$ cat config.mk
export PLATFORM = sky130hd
export DESIGN_NAME = port_knock_filter_with_history_top
export DESIGN_NICKNAME = d
export VERILOG_FILES = /design/src/rtl/pkf_pkg.sv /design/src/rtl/port_knock_filter_with_history_top.sv
export SDC_FILE = /design/constraint.sdc
export NUM_CORES = 1
export LEC_CHECK = 0
export ABC_AREA = 1
export BUFFER_PORTS_ARGS = -buffer_cell sky130_fd_sc_hd__buf_2
export CORE_UTILIZATION = 49
export DETAILED_ROUTE_END_ITERATION = 10
export PLACE_DENSITY = 0.75
export REMOVE_ABC_BUFFERS = 1
export SLEW_MARGIN = 40
export SYNTH_ARGS = -nofsm -noshare
export SYNTH_HDL_FRONTEND = slang
export SYNTH_SLANG_ARGS = --single-unit
$ cat constraint.sdc
create_clock -name clk -period 3.4 [get_ports clk]
set_clock_uncertainty 0.05 [all_clocks]
set_input_delay 0.51 -clock clk [delete_from_list [all_inputs] [get_ports clk]]
set_output_delay 0.51 -clock clk [all_outputs]
set_load 0.05 [all_outputs]
$ cat src/rtl/pkf_pkg.sv
`default_nettype none

package pkf_pkg;

  // Verdict codes.
  localparam logic [1:0] VERDICT_ACCEPT    = 2'd0;
  localparam logic [1:0] VERDICT_SHORT     = 2'd1;
  localparam logic [1:0] VERDICT_NOT_IPV4  = 2'd2;
  localparam logic [1:0] VERDICT_NOT_TCP   = 2'd3;

  // Knock machine stages.
  localparam logic [1:0] KS_CLOSED0 = 2'd0;
  localparam logic [1:0] KS_CLOSED1 = 2'd1;
  localparam logic [1:0] KS_CLOSED2 = 2'd2;
  localparam logic [1:0] KS_OPEN    = 2'd3;

  // Register indexes.
  localparam logic [1:0] REG_KNOCK_FIRST  = 2'd0;
  localparam logic [1:0] REG_KNOCK_SECOND = 2'd1;
  localparam logic [1:0] REG_KNOCK_THIRD  = 2'd2;

  localparam logic [15:0] KNOCK_FIRST_RST  = 16'd100;
  localparam logic [15:0] KNOCK_SECOND_RST = 16'd101;
  localparam logic [15:0] KNOCK_THIRD_RST  = 16'd102;

  // Packet layout; the *_REL offsets are relative to the start of the Ethernet header.
  localparam int unsigned HIST_BASE   = 14;
  localparam int unsigned HIST_LEN    = 12;
  localparam int unsigned ETYPE_REL   = 12;
  localparam int unsigned PROTO_REL   = 23;
  localparam int unsigned DPORT_REL   = 36;
  localparam int unsigned MIN_REL     = 54;
  localparam int unsigned HIST_PORT_LO = 10;
  localparam int unsigned HIST_PORT_HI = 11;

  localparam logic [7:0] ETYPE_HI  = 8'h08;
  localparam logic [7:0] ETYPE_LO  = 8'h00;
  localparam logic [7:0] PROTO_TCP = 8'd6;

  typedef struct packed {
    logic [15:0] first;
    logic [15:0] second;
    logic [15:0] third;
  } knock_cfg_t;

  function automatic logic [1:0] knock_step(input logic [1:0] st, input logic [15:0] port,
                                            input knock_cfg_t kc);
    logic [1:0] res;
    res = KS_CLOSED0;
    priority if (st == KS_OPEN) begin
      res = KS_OPEN;
    end else if (st == KS_CLOSED0 && port == kc.first) begin
      res = KS_CLOSED1;
    end else if (st == KS_CLOSED1 && port == kc.second) begin
      res = KS_CLOSED2;
    end else if (st == KS_CLOSED2 && port == kc.third) begin
      res = KS_OPEN;
    end else begin
      res = KS_CLOSED0;
    end
    return res;
  endfunction

endpackage

`default_nettype wire

$ cat src/rtl/port_knock_filter_with_history_top.sv
// Channel | Direction | Ports                                             | Handshake
// input   | in        | in_packet_byte, in_last_byte                      | in_valid / in_ready
// result  | out       | out_verdict, out_knock_state, out_current_dst_port| out_valid / out_ready
// config  | in/out    | psel, penable, pwrite, paddr, pwdata, prdata      | pready tied high
//
// The block takes one byte per cycle while in_ready is high. After the last byte of an accepted
// packet the CORES-1 history entries are read one a cycle through the registered read port and
// step the knock machine, then the current port does, and the result is loaded before the
// next word is taken; any other verdict goes straight to the result load. A result waiting in
// the output register does not hold off the next packet's bytes, only the next result load.
// Reset is synchronous and active low; the history memory is not cleared.
`default_nettype none

module port_knock_filter_with_history_top #(
  parameter int CORES = 4
) (
  input  wire logic        clk,
  input  wire logic        rst_n,
  input  wire logic        in_valid,
  output logic             in_ready,
  input  wire logic [7:0]  in_packet_byte,
  input  wire logic        in_last_byte,
  output logic             out_valid,
  input  wire logic        out_ready,
  output logic [1:0]       out_verdict,
  output logic [1:0]       out_knock_state,
  output logic [15:0]      out_current_dst_port,
  input  wire logic        psel,
  input  wire logic        penable,
  input  wire logic        pwrite,
  input  wire logic [3:0]  paddr,
  input  wire logic [31:0] pwdata,
  output logic [31:0]      prdata,
  output logic             pready
);

  localparam int HDEPTH   = (CORES > 1) ? CORES - 1 : 1;
  localparam bit HAS_HIST = (CORES > 1);
  localparam int IW       = (HDEPTH > 1) ? $clog2(HDEPTH) : 1;
  localparam int RW       = $clog2(HDEPTH + 1);

  localparam logic [15:0] HIST_START = 16'(pkf_pkg::HIST_BASE);
  localparam logic [15:0] PKT_BASE   = 16'(pkf_pkg::HIST_BASE + pkf_pkg::HIST_LEN * (CORES - 1));
  localparam logic [15:0] ETYPE_OFF  = PKT_BASE + 16'(pkf_pkg::ETYPE_REL);
  localparam logic [15:0] PROTO_OFF  = PKT_BASE + 16'(pkf_pkg::PROTO_REL);
  localparam logic [15:0] DPORT_OFF  = PKT_BASE + 16'(pkf_pkg::DPORT_REL);
  localparam logic [15:0] MIN_LEN_M1 = PKT_BASE + 16'(pkf_pkg::MIN_REL - 1);
  localparam logic [3:0]  OFF_LO     = 4'(pkf_pkg::HIST_PORT_LO);
  localparam logic [3:0]  OFF_HI     = 4'(pkf_pkg::HIST_PORT_HI);
  localparam logic [3:0]  OFF_END    = 4'(pkf_pkg::HIST_LEN - 1);
  localparam logic [IW-1:0] LAST_IDX = IW'(HDEPTH - 1);

  localparam logic [1:0] S_RUN    = 2'd0;
  localparam logic [1:0] S_REPLAY = 2'd1;
  localparam logic [1:0] S_DST    = 2'd2;
  localparam logic [1:0] S_FIN    = 2'd3;

  logic [1:0]  state_r;
  logic [15:0] byte_cnt_r;
  logic        eth_ok_r;
  logic        proto_ok_r;
  logic [15:0] dst_r;
  logic [3:0]  off_r;
  logic [RW-1:0] rec_r;
  logic [7:0]  hist_lo_r;
  logic [1:0]  stage_r;
  pkf_pkg::knock_cfg_t kcfg_r;

  logic [IW-1:0] rd_idx_r;
  logic [IW-1:0] knk_idx_r;
  logic          iss_done_r;
  logic          rd_v_r;
  logic [15:0]   mem_q_r;
  logic [15:0]   hist_mem [HDEPTH];

  logic [1:0]  verd_r;
  logic [15:0] port_r;

  logic        out_valid_r;
  logic [1:0]  out_verd_r;
  logic [1:0]  out_stage_r;
  logic [15:0] out_port_r;

  logic        in_fire;
  logic        in_hist;
  logic        mem_we;
  logic        mem_re;
  logic        eth_ok_nxt;
  logic        proto_ok_nxt;
  logic [15:0] dst_nxt;
  logic        out_free;
  logic        out_load;
  logic        cfg_we;

  assign in_ready = (state_r == S_RUN);
  assign in_fire  = in_valid && in_ready;
  assign in_hist  = HAS_HIST && (byte_cnt_r >= HIST_START) && (byte_cnt_r < PKT_BASE);
  assign mem_we   = in_fire && in_hist && (off_r == OFF_HI);
  assign mem_re   = (state_r == S_REPLAY) && !iss_done_r;
  assign out_free = !out_valid_r || out_ready;
  assign out_load = (state_r == S_FIN) && out_free;
  assign cfg_we   = psel && penable && pwrite;

  always_comb begin
    eth_ok_nxt   = eth_ok_r;
    proto_ok_nxt = proto_ok_r;
    dst_nxt      = dst_r;
    if (byte_cnt_r == ETYPE_OFF) begin
      eth_ok_nxt = (in_packet_byte == pkf_pkg::ETYPE_HI);
    end else if (byte_cnt_r == ETYPE_OFF + 16'd1) begin
      eth_ok_nxt = eth_ok_r && (in_packet_byte == pkf_pkg::ETYPE_LO);
    end
    if (byte_cnt_r == PROTO_OFF) begin
      proto_ok_nxt = (in_packet_byte == pkf_pkg::PROTO_TCP);
    end
    if (byte_cnt_r == DPORT_OFF) begin
      dst_nxt = {in_packet_byte, 8'h00};
    end else if (byte_cnt_r == DPORT_OFF + 16'd1) begin
      dst_nxt = {dst_r[15:8], in_packet_byte};
    end
  end

  // History memory: one write port from the byte stream, one registered read port for replay.
  always_ff @(posedge clk) begin
    if (mem_we) begin
      hist_mem[rec_r[IW-1:0]] <= {in_packet_byte, hist_lo_r};
    end
    if (mem_re) begin
      mem_q_r <= hist_mem[rd_idx_r];
    end
  end

  always_ff @(posedge clk) begin
    if (!rst_n) begin
      state_r     <= S_RUN;
      byte_cnt_r  <= '0;
      eth_ok_r    <= 1'b0;
      proto_ok_r  <= 1'b0;
      dst_r       <= '0;
      off_r       <= '0;
      rec_r       <= '0;
      stage_r     <= pkf_pkg::KS_CLOSED0;
      rd_idx_r    <= '0;
      knk_idx_r   <= '0;
      iss_done_r  <= 1'b0;
      rd_v_r      <= 1'b0;
      out_valid_r <= 1'b0;
      kcfg_r.first  <= pkf_pkg::KNOCK_FIRST_RST;
      kcfg_r.second <= pkf_pkg::KNOCK_SECOND_RST;
      kcfg_r.third  <= pkf_pkg::KNOCK_THIRD_RST;
    end else begin
      if (cfg_we) begin
        unique case (paddr[3:2])
          pkf_pkg::REG_KNOCK_FIRST:  kcfg_r.first  <= pwdata[15:0];
          pkf_pkg::REG_KNOCK_SECOND: kcfg_r.second <= pwdata[15:0];
          pkf_pkg::REG_KNOCK_THIRD:  kcfg_r.third  <= pwdata[15:0];
          default: ;
        endcase
      end

      out_valid_r <= out_load || (out_valid_r && !out_ready);

      rd_v_r <= mem_re;

      unique case (state_r)
        S_RUN: begin
          if (in_fire) begin
            if (in_last_byte) begin
              byte_cnt_r <= '0;
              eth_ok_r   <= 1'b0;
              proto_ok_r <= 1'b0;
              dst_r      <= '0;
              off_r      <= '0;
              rec_r      <= '0;
              rd_idx_r   <= '0;
              knk_idx_r  <= '0;
              iss_done_r <= 1'b0;
              priority if (byte_cnt_r < MIN_LEN_M1) begin
                verd_r  <= pkf_pkg::VERDICT_SHORT;
                port_r  <= '0;
                state_r <= S_FIN;
              end else if (!eth_ok_nxt) begin
                verd_r  <= pkf_pkg::VERDICT_NOT_IPV4;
                port_r  <= dst_nxt;
                state_r <= S_FIN;
              end else if (!proto_ok_nxt) begin
                verd_r  <= pkf_pkg::VERDICT_NOT_TCP;
                port_r  <= dst_nxt;
                state_r <= S_FIN;
              end else begin
                verd_r  <= pkf_pkg::VERDICT_ACCEPT;
                port_r  <= dst_nxt;
                state_r <= HAS_HIST ? S_REPLAY : S_DST;
              end
            end else begin
              if (in_hist) begin
                if (off_r == OFF_LO) begin
                  hist_lo_r <= in_packet_byte;
                end
                if (off_r == OFF_END) begin
                  off_r <= '0;
                  rec_r <= rec_r + RW'(1);
                end else begin
                  off_r <= off_r + 4'd1;
                end
              end
              eth_ok_r   <= eth_ok_nxt;
              proto_ok_r <= proto_ok_nxt;
              dst_r      <= dst_nxt;
              if (byte_cnt_r != 16'hFFFF) begin
                byte_cnt_r <= byte_cnt_r + 16'd1;
              end
            end
          end
        end
        S_REPLAY: begin
          if (!iss_done_r) begin
            rd_idx_r <= rd_idx_r + IW'(1);
            if (rd_idx_r == LAST_IDX) begin
              iss_done_r <= 1'b1;
            end
          end
          if (rd_v_r) begin
            stage_r   <= pkf_pkg::knock_step(stage_r, mem_q_r, kcfg_r);
            knk_idx_r <= knk_idx_r + IW'(1);
            if (knk_idx_r == LAST_IDX) begin
              state_r <= S_DST;
            end
          end
        end
        S_DST: begin
          stage_r <= pkf_pkg::knock_step(stage_r, port_r, kcfg_r);
          state_r <= S_FIN;
        end
        S_FIN: begin
          if (out_free) begin
            out_verd_r  <= verd_r;
            out_stage_r <= stage_r;
            out_port_r  <= port_r;
            state_r     <= S_RUN;
          end
        end
        default: state_r <= S_RUN;
      endcase
    end
  end

  always_comb begin
    prdata = '0;
    unique case (paddr[3:2])
      pkf_pkg::REG_KNOCK_FIRST:  prdata = {16'h0000, kcfg_r.first};
      pkf_pkg::REG_KNOCK_SECOND: prdata = {16'h0000, kcfg_r.second};
      pkf_pkg::REG_KNOCK_THIRD:  prdata = {16'h0000, kcfg_r.third};
      default:                   prdata = '0;
    endcase
  end

  assign pready               = 1'b1;
  assign out_valid            = out_valid_r;
  assign out_verdict          = out_verd_r;
  assign out_knock_state      = out_stage_r;
  assign out_current_dst_port = out_port_r;

  // A new result only appears after the result-load state.
  a_out_from_fin: assert property (@(posedge clk) disable iff (!rst_n)
    $rose(out_valid_r) |-> $past(state_r == S_FIN))
    else $error("result raised outside the load state");

  // Read data comes back only while the replay is running.
  a_read_in_replay: assert property (@(posedge clk) disable iff (!rst_n)
    rd_v_r |-> state_r == S_REPLAY)
    else $error("history read data outside replay");

  // History writes only come from accepted words of the byte stream.
  a_write_in_run: assert property (@(posedge clk) disable iff (!rst_n)
    mem_we |-> (state_r == S_RUN) && in_valid && in_hist)
    else $error("history write without an accepted word");

  // Once open, the knock machine stays open.
  a_open_sticky: assert property (@(posedge clk) disable iff (!rst_n)
    stage_r == pkf_pkg::KS_OPEN |=> stage_r == pkf_pkg::KS_OPEN)
    else $error("knock machine left the open stage");

endmodule

`default_nettype wire

==> results of run 1 <==
-- path summary, 6_finish.rpt --
path	startpoint	end	slack, ns	depth (start not counted)
worst max-delay path	paddr[3]	prdata[11]	1.01	7
worst min-delay path	pwdata[5]	kcfg_r[5]	0.19	3
worst max register to register	state_r[0]	hist_mem[2][12]	1.09	11
worst min register to register	verd_r[0]	out_verdict[0]	0.38	0
-- per-stage QoR --
| step | instance area [µm²] | total power, µW | std cells | worst slack (ns) | utilization, % |
|---|---|---|---|---|---|
| finish | 11900 | 7090 | 1623 | 1.01 | 56.8 |
| global route | 11900 | 7390 | 1623 | 0.884 | 56.8 |
| CTS | 11900 | 7120 | 1623 | 1.04 | 56.8 |
| detailed placement | 11100 | 4330 | 1581 | 0.995 | 52.8 |
| global placement | 11100 | 4300 | 1581 | 1.05 | 52.8 |
| floorplan | 10200 | 3890 | 1218 | 0.162 | - |
-- cells in the mapped netlist (9+ instances only) --
library cell  instances  area (µm²)
nand3_1              30         150
o21ai_0              69         345
nand4_1              10        62.6
nor3_2                9        90.1
inv_2                12        45.0
nand2_1             300        1130
clkbuf_1             23        86.3
nor3_1               18        90.1
o221ai_1             10        87.6
dfxtp_1              99        1980
nor4_1                9        56.3
o211ai_1             20         150
buf_4                18         135
ha_1                 14         175
inv_1               128         480
nor2_2               12        75.1
edfxtp_1            110        3300
a21oi_1              91         455
nor2_1              157         589
a21oi_2              17         149
xor2_1               39         342
-- layout make-up --
cell class              count  share of cell area, %
clock buffers              25                   4.89
inverters                 143                   4.55
repair buffers             88                   4.05
multi-input cells         866                   37.0
well taps                 275                   2.89
clock inverters            17                   2.23
flip-flops and latches    209                   44.4
-- registers in the layout, indices dropped and copies added, names as in the netlist --
| register | cells |
|---|---|
| byte_cnt_r | 16 |
| dst_r | 16 |
| eth_ok_r | 1 |
| hist_lo_r | 8 |
| hist_mem | 48 |
| iss_done_r | 1 |
| kcfg_r | 48 |
| knk_idx_r | 2 |
| mem_q_r | 16 |
| off_r | 4 |
| out_current_dst_port | 16 |
| out_knock_state | 2 |
| out_valid | 1 |
| out_verdict | 2 |
| port_r | 16 |
| proto_ok_r | 1 |
| rd_idx_r | 2 |
| rd_v_r | 1 |
| rec_r | 2 |
| stage_r | 2 |
| state_r | 2 |
| verd_r | 2 |
-- per-layer routing --
layer / share of wire, % / vias to the layer above / global-route usage (%)
li1: - / 4253 / -
met1: 43 / 3947 / 33.7
met2: 46 / 326 / 40.5
met3: 6.7 / 54 / 2.91
met4: 4.0 / 0 / 10.7
met5: 0 / - / 0
-- logic make-up (layout without fill, tap and decap cells) --
family                   count (synthesis)  count (layout)  share of synthesized area, %
AND/OR/NAND/NOR                        568             568                          23.7
AO/OA/AOI/OAI                          225             225                          12.6
flip-flops                             209             209                          50.5
buffers and inverters                  195             273                          7.99
XOR/XNOR                                42              42                          3.51
adder cells (fa/ha/maj)                 14              14                          1.67
other                                    2              17                        0.0717
-- worst register-to-register path: stages, from the launching register on --
cell and delay (ns):
dfxtp_1 0.34, inv_1 0.09, ha_1 0.27, nand2_1 0.14, inv_1 0.11, nand2_1 0.07, nor3_2 0.18, nand2_2 0.10
nor2_2 0.17, inv_1 0.10, nor2_1 0.10, buf_4 0.26
-- power by group through the flow --
stage	registers (µW)	logic, µW	clock network, µW
2_1_floorplan	3090	798	0
3_3_place_gp	3080	1220	0
3_5_place_dp	3080	1250	0
4_1_cts	3030	1250	2840
5_1_grt	3050	1410	2930
6_report	3040	1260	2790
==> metrics.txt, run 1 <==
IO Pins 107; CTS root buffer clkbuf_16; Hold Buf Count CTS 0; WHS 0.190 ns; status complete, no violations; delay-heaviest family, CP buffers and inverters; cells after synthesis 1255; Post-synth ARST share 0%; post-route ant nets 0; CTS tree yes; core area 21000 µm²; fin crit share 70.4%; Post-CTS Setup Inserts 0; Comb pwr share 17.8%; Psw 2160 µW; fillcell total 1909; Final TNS setup 0 ns; Arrival @ worst endpoint 1.83 ns; hold crit path type input port to flip-flop; area of the multi-input gates 4410 µm²; # rows 53; Initial Utilization 50.0%; post-CTS sizing 0; Worst-path clk slew 0.07 ns; nets 1397; WP data required 2.84 ns; endpoints failing setup 0; Remaining DRCs 0; Worst path slowest cell inv_1; Worst path most repeated cell buf_2; first-pass GRT wire length 42500 µm; Critical Path Start Type input port; crit path cell chain buf_2 > inv_2 > nand2_2 > inv_1 > nand2_1 > o211ai_1 > buf_2; final wirelength 27100 µm; die area 22000 µm²; Critical Setup Path Class input port to primary output; max-cap violations 0; commonest non-fill, non-tap cells in the layout 300 x nand2_1, 157 x nor2_1, 128 x inv_1; sequential area share after synthesis 50.5%; Slew @ Worst Pin 0.741 ns; internal power 4930 µW; initial antenna violation count 0; CTS buffer count 23; routed via count 8580; Layout Area Growth over Synthesis 13.8%; RSZ-0062 raised after global routing false; # clock sinks 209; Max Root-Sink Buffers 3; Peak VDD IR 0.338 mV; FF+latch area 5290 µm²; DR WL/cell 16.7 µm; sequential group share of total power 42.8%; commonest non-fill, non-tap cell in the layout nand2_1; vias in the first global route 8102; Clock Latency Late Sink 0.51 ns; Cell Pwr Density 595 nW/µm²; Seq cells post-synth 209; Synth Area per Inst 8.34 µm²; Unique masters post-synth 40; Remaining Overflow, GRT 0; Syn. warnings 0; Top FF cell, synth edfxtp_1; router iterations before antenna repair 5; HPWL Detailed 19700 µm; worst path bufs/invs 4; n_diodes 0; Pleak 0.00488 µW; Via density 5.29; Slew HR 50.5%; crit path capture type primary output; final count of hold timing violations 0; max-slew violations 0; fraction of layout instances using a drive strength above 1 15.6%; H-tree levels 1; Sw Ratio 30.5%; GP Congestion 0.970; clock power share 39.4%; max incr delay on CP 0.35 ns; pin count of the biggest net entering global routing 38; number of DRC markers in iteration 0 592; Period minus WS final 2.39 ns; I/O Buffers 71; Fmax 418 MHz; Mapped Area 10500 µm²; overall routing resource usage 24.9%; critical path peak fanout 10; EDFF count, synth 110; die height 148 µm; die width 148 µm
No activity file was read; power rests on OpenSTA's default activity.
==> run 2: changes to the inputs <==
- ABC_AREA: 1 -> 0
- PLACE_DENSITY: 0.75 -> 0.78
- clock period: 3.4 -> 1.95 ns (I/O delays scaled with it)
==> metrics.txt, run 2 <==
Critical Path Start Type flip-flop; Mapped Area 9750 µm² (-6.8%); Seq cells post-synth 209 (unchanged); Slew HR 57.5% (+7.0 points); Worst path slowest cell or4_4; Core Util, Final 62.3% (+5.5 points); most frequent cells after synthesis 153 x nand2_1, 110 x edfxtp_1, 99 x dfxtp_1; max-cap violations 0 (unchanged); final wirelength 24800 µm (-8.4%); failing checks setup timing; Cell Pwr Density 914 nW/µm² (+53%); setup slack after layout -0.241 ns (-1.25 ns); GR Util met2 41.4% (+0.89 points); Total Power 11100 µW (+56%); cells after synthesis 948 (-24%); crit path cell chain or4_4 > nor3_4 > nand4_1 > buf_4 > nor3_2 > buf_4; placed cells 1325 (-16%); Synth area leader edfxtp_1; CTS root buffer clkbuf_16; die height 143 µm (-3.4%); max incr delay on CP 0.56 ns (+0.21 ns); Layout Area Growth over Synthesis 24.3%; hold crit path type input port to flip-flop; max-slew violations 0 (unchanged); Synth Area per Inst 10.3 µm² (+23%); grt peak-use layer met2; top cells by area, synth edfxtp_1 34%, dfxtp_1 20%, nand2_1 5.9%, xor2_1 5.2%, mux2i_1 5.1%; die width 143 µm (-3.4%); n_diodes 0 (unchanged); vias in the first global route 6975 (-14%); Via density 5.40 (+2.2%); fin crit share 112%; Pleak 0.00438 µW (-10%); Remaining Overflow, GRT 0 (unchanged); hold path cells 4 (+1); routed via count 7514 (-12%); router iterations before antenna repair 5 (unchanged); H-tree levels 1 (unchanged); post-route insts no fill 1391 (-14%); Unique masters post-synth 61 (+53%); Clock Latency Late Sink 0.51 ns (about the same); I/O Buffers 71 (unchanged); Slew @ Worst Pin 0.636 ns (-0.105 ns); initial antenna violation count 0 (unchanged); RSZ-0062 raised after global routing true; sequential area share after synthesis 54.2% (+3.7 points); Remaining DRCs 0 (unchanged); overall routing resource usage 24.4% (-0.49 points); die area 20500 µm² (-6.7%); core area 19500 µm² (-7.1%); IO Pins 107 (unchanged); Final TNS setup -19.91 ns (-19.91 ns); first-pass GRT wire length 37900 µm (-11%); met1 GRT Util 31.4% (-2.2 points); CTS tree yes; Post-synth ARST share 0% (unchanged); number of DRC markers in iteration 0 564 (-4.7%); # clock sinks 209 (unchanged); endpoints failing setup 99 (+99); Top FF cell, synth edfxtp_1; # rows 51 (-3.8%); fillcell total 1524 (-20%); post-route ant nets 0 (unchanged); nets 1176 (-16%); crit path capture type flip-flop; Peak VDD IR 0.614 mV (+82%); Period minus WS final 2.19 ns; met3 Usage GRT 3.22% (+0.31 points); Critical Setup Path Class flip-flop to flip-flop; EDFF count, synth 110 (unchanged); critical path peak fanout 8 (-2); commonest non-fill, non-tap cell in the layout nand2_1; final count of hold timing violations 0 (unchanged); Worst-path clk slew 0.06 ns (about the same); Max Root-Sink Buffers 3 (unchanged); worst r2r path cells 6 (-5); Syn. warnings 0 (unchanged); Arrival @ worst endpoint 2.36 ns (+0.53 ns); WP data required 2.12 ns (-0.72 ns); count leader, synth nand2_1; GP Congestion 0.980 (+1.0%); Synth top area share 33.9% (+2.3 points); pin count of the biggest net entering global routing 70 (+84%); commonest non-fill, non-tap cells in the layout 153 x nand2_1, 110 x edfxtp_1, 94 x dfxtp_1; Fmax 456 MHz; status complete, but fails checks; Initial Utilization 50.1% (+0.15 points); HPWL Detailed 17700 µm (-9.9%); WHS 0.0368 ns (-0.154 ns); Worst path most repeated cell buf_4; DR WL/cell 17.8 µm (+6.9%); fraction of layout instances using a drive strength above 1 21.8% (+6.3 points); CTS buffer count 22 (-4.3%)
run 2: metal layers:
layer,routed length [µm],up-vias
met4,992,0
li1,-,3607
met3,1310,61
met1,10600,3571
met2,11900,275
met5,0,-
run 2: path summary, 6_finish.rpt:
kind | startpoint | to | slack [ns]
worst max register to register | byte_cnt_r[12] | hist_lo_r[7] | -0.24
worst max-delay path | byte_cnt_r[12] | hist_lo_r[7] | -0.24
worst min register to register | verd_r[0] | out_verdict[0] | 0.37
worst min-delay path | out_ready | out_valid | 0.04
run 2: final cells by class:
class	count	area, µm²	share of cell area [%]
Inverter	16	60.1	0.495
Clock inverter	14	133	1.09
Multi-Input combinational cell	678	4370	36.1
Tap cell	265	332	2.73
Sequential cell	209	5290	43.6
Clock buffer	26	566	4.66
Timing Repair Buffer	183	1370	11.3
run 2: through the flow:
| step | worst slack, ns | instance area [µm²] |
|---|---|---|
| finish | -0.241 | 12100 |
| global route | -0.334 | 12100 |
| CTS | -0.258 | 11900 |
| detailed placement | -0.271 | 10900 |
| global placement | -0.269 | 10900 |
| floorplan | -0.759 | 9500 |
run 2: what timing repair did:
action,in CTS,in global routing
hold endpoints to repair,42,0
endpoints found under the setup margin,99,128
gates resized for setup,14,45
hold buffers,16,0
pin swaps,13,16
buffers inserted,3,7
run 2: logic make-up (layout without fill, tap and decap cells):
logic type / after synthesis / count (layout) / synth area share, %
adder cells (fa/ha/maj): 14 / 14 / 1.80
AO/OA/AOI/OAI: 140 / 140 / 8.71
buffers and inverters: 76 / 239 / 3.78
other: 2 / 17 / 0.0770
flip-flops: 209 / 209 / 54.2
AND/OR/NAND/NOR: 345 / 345 / 16.3
XOR/XNOR: 112 / 112 / 10.1
multiplexers: 50 / 50 / 5.13
run 2: where the power goes:
part / leakage [µW] / switching, µW / total (µW) / internal [µW]
Sequential: 0.00180 / 237 / 5110 / 4880
Combinational: 0.00225 / 1190 / 1910 / 726
Clock: 0.000330 / 1710 / 4050 / 2350
Total: 0.00438 / 3130 / 11100 / 7950
run 2: critical path: cells and delay by family (launching register included):
family,cells,cell delay (ns)
AND/OR/NAND/NOR,4,1.13
flip-flops,1,0.32
buffers and inverters,2,0.39
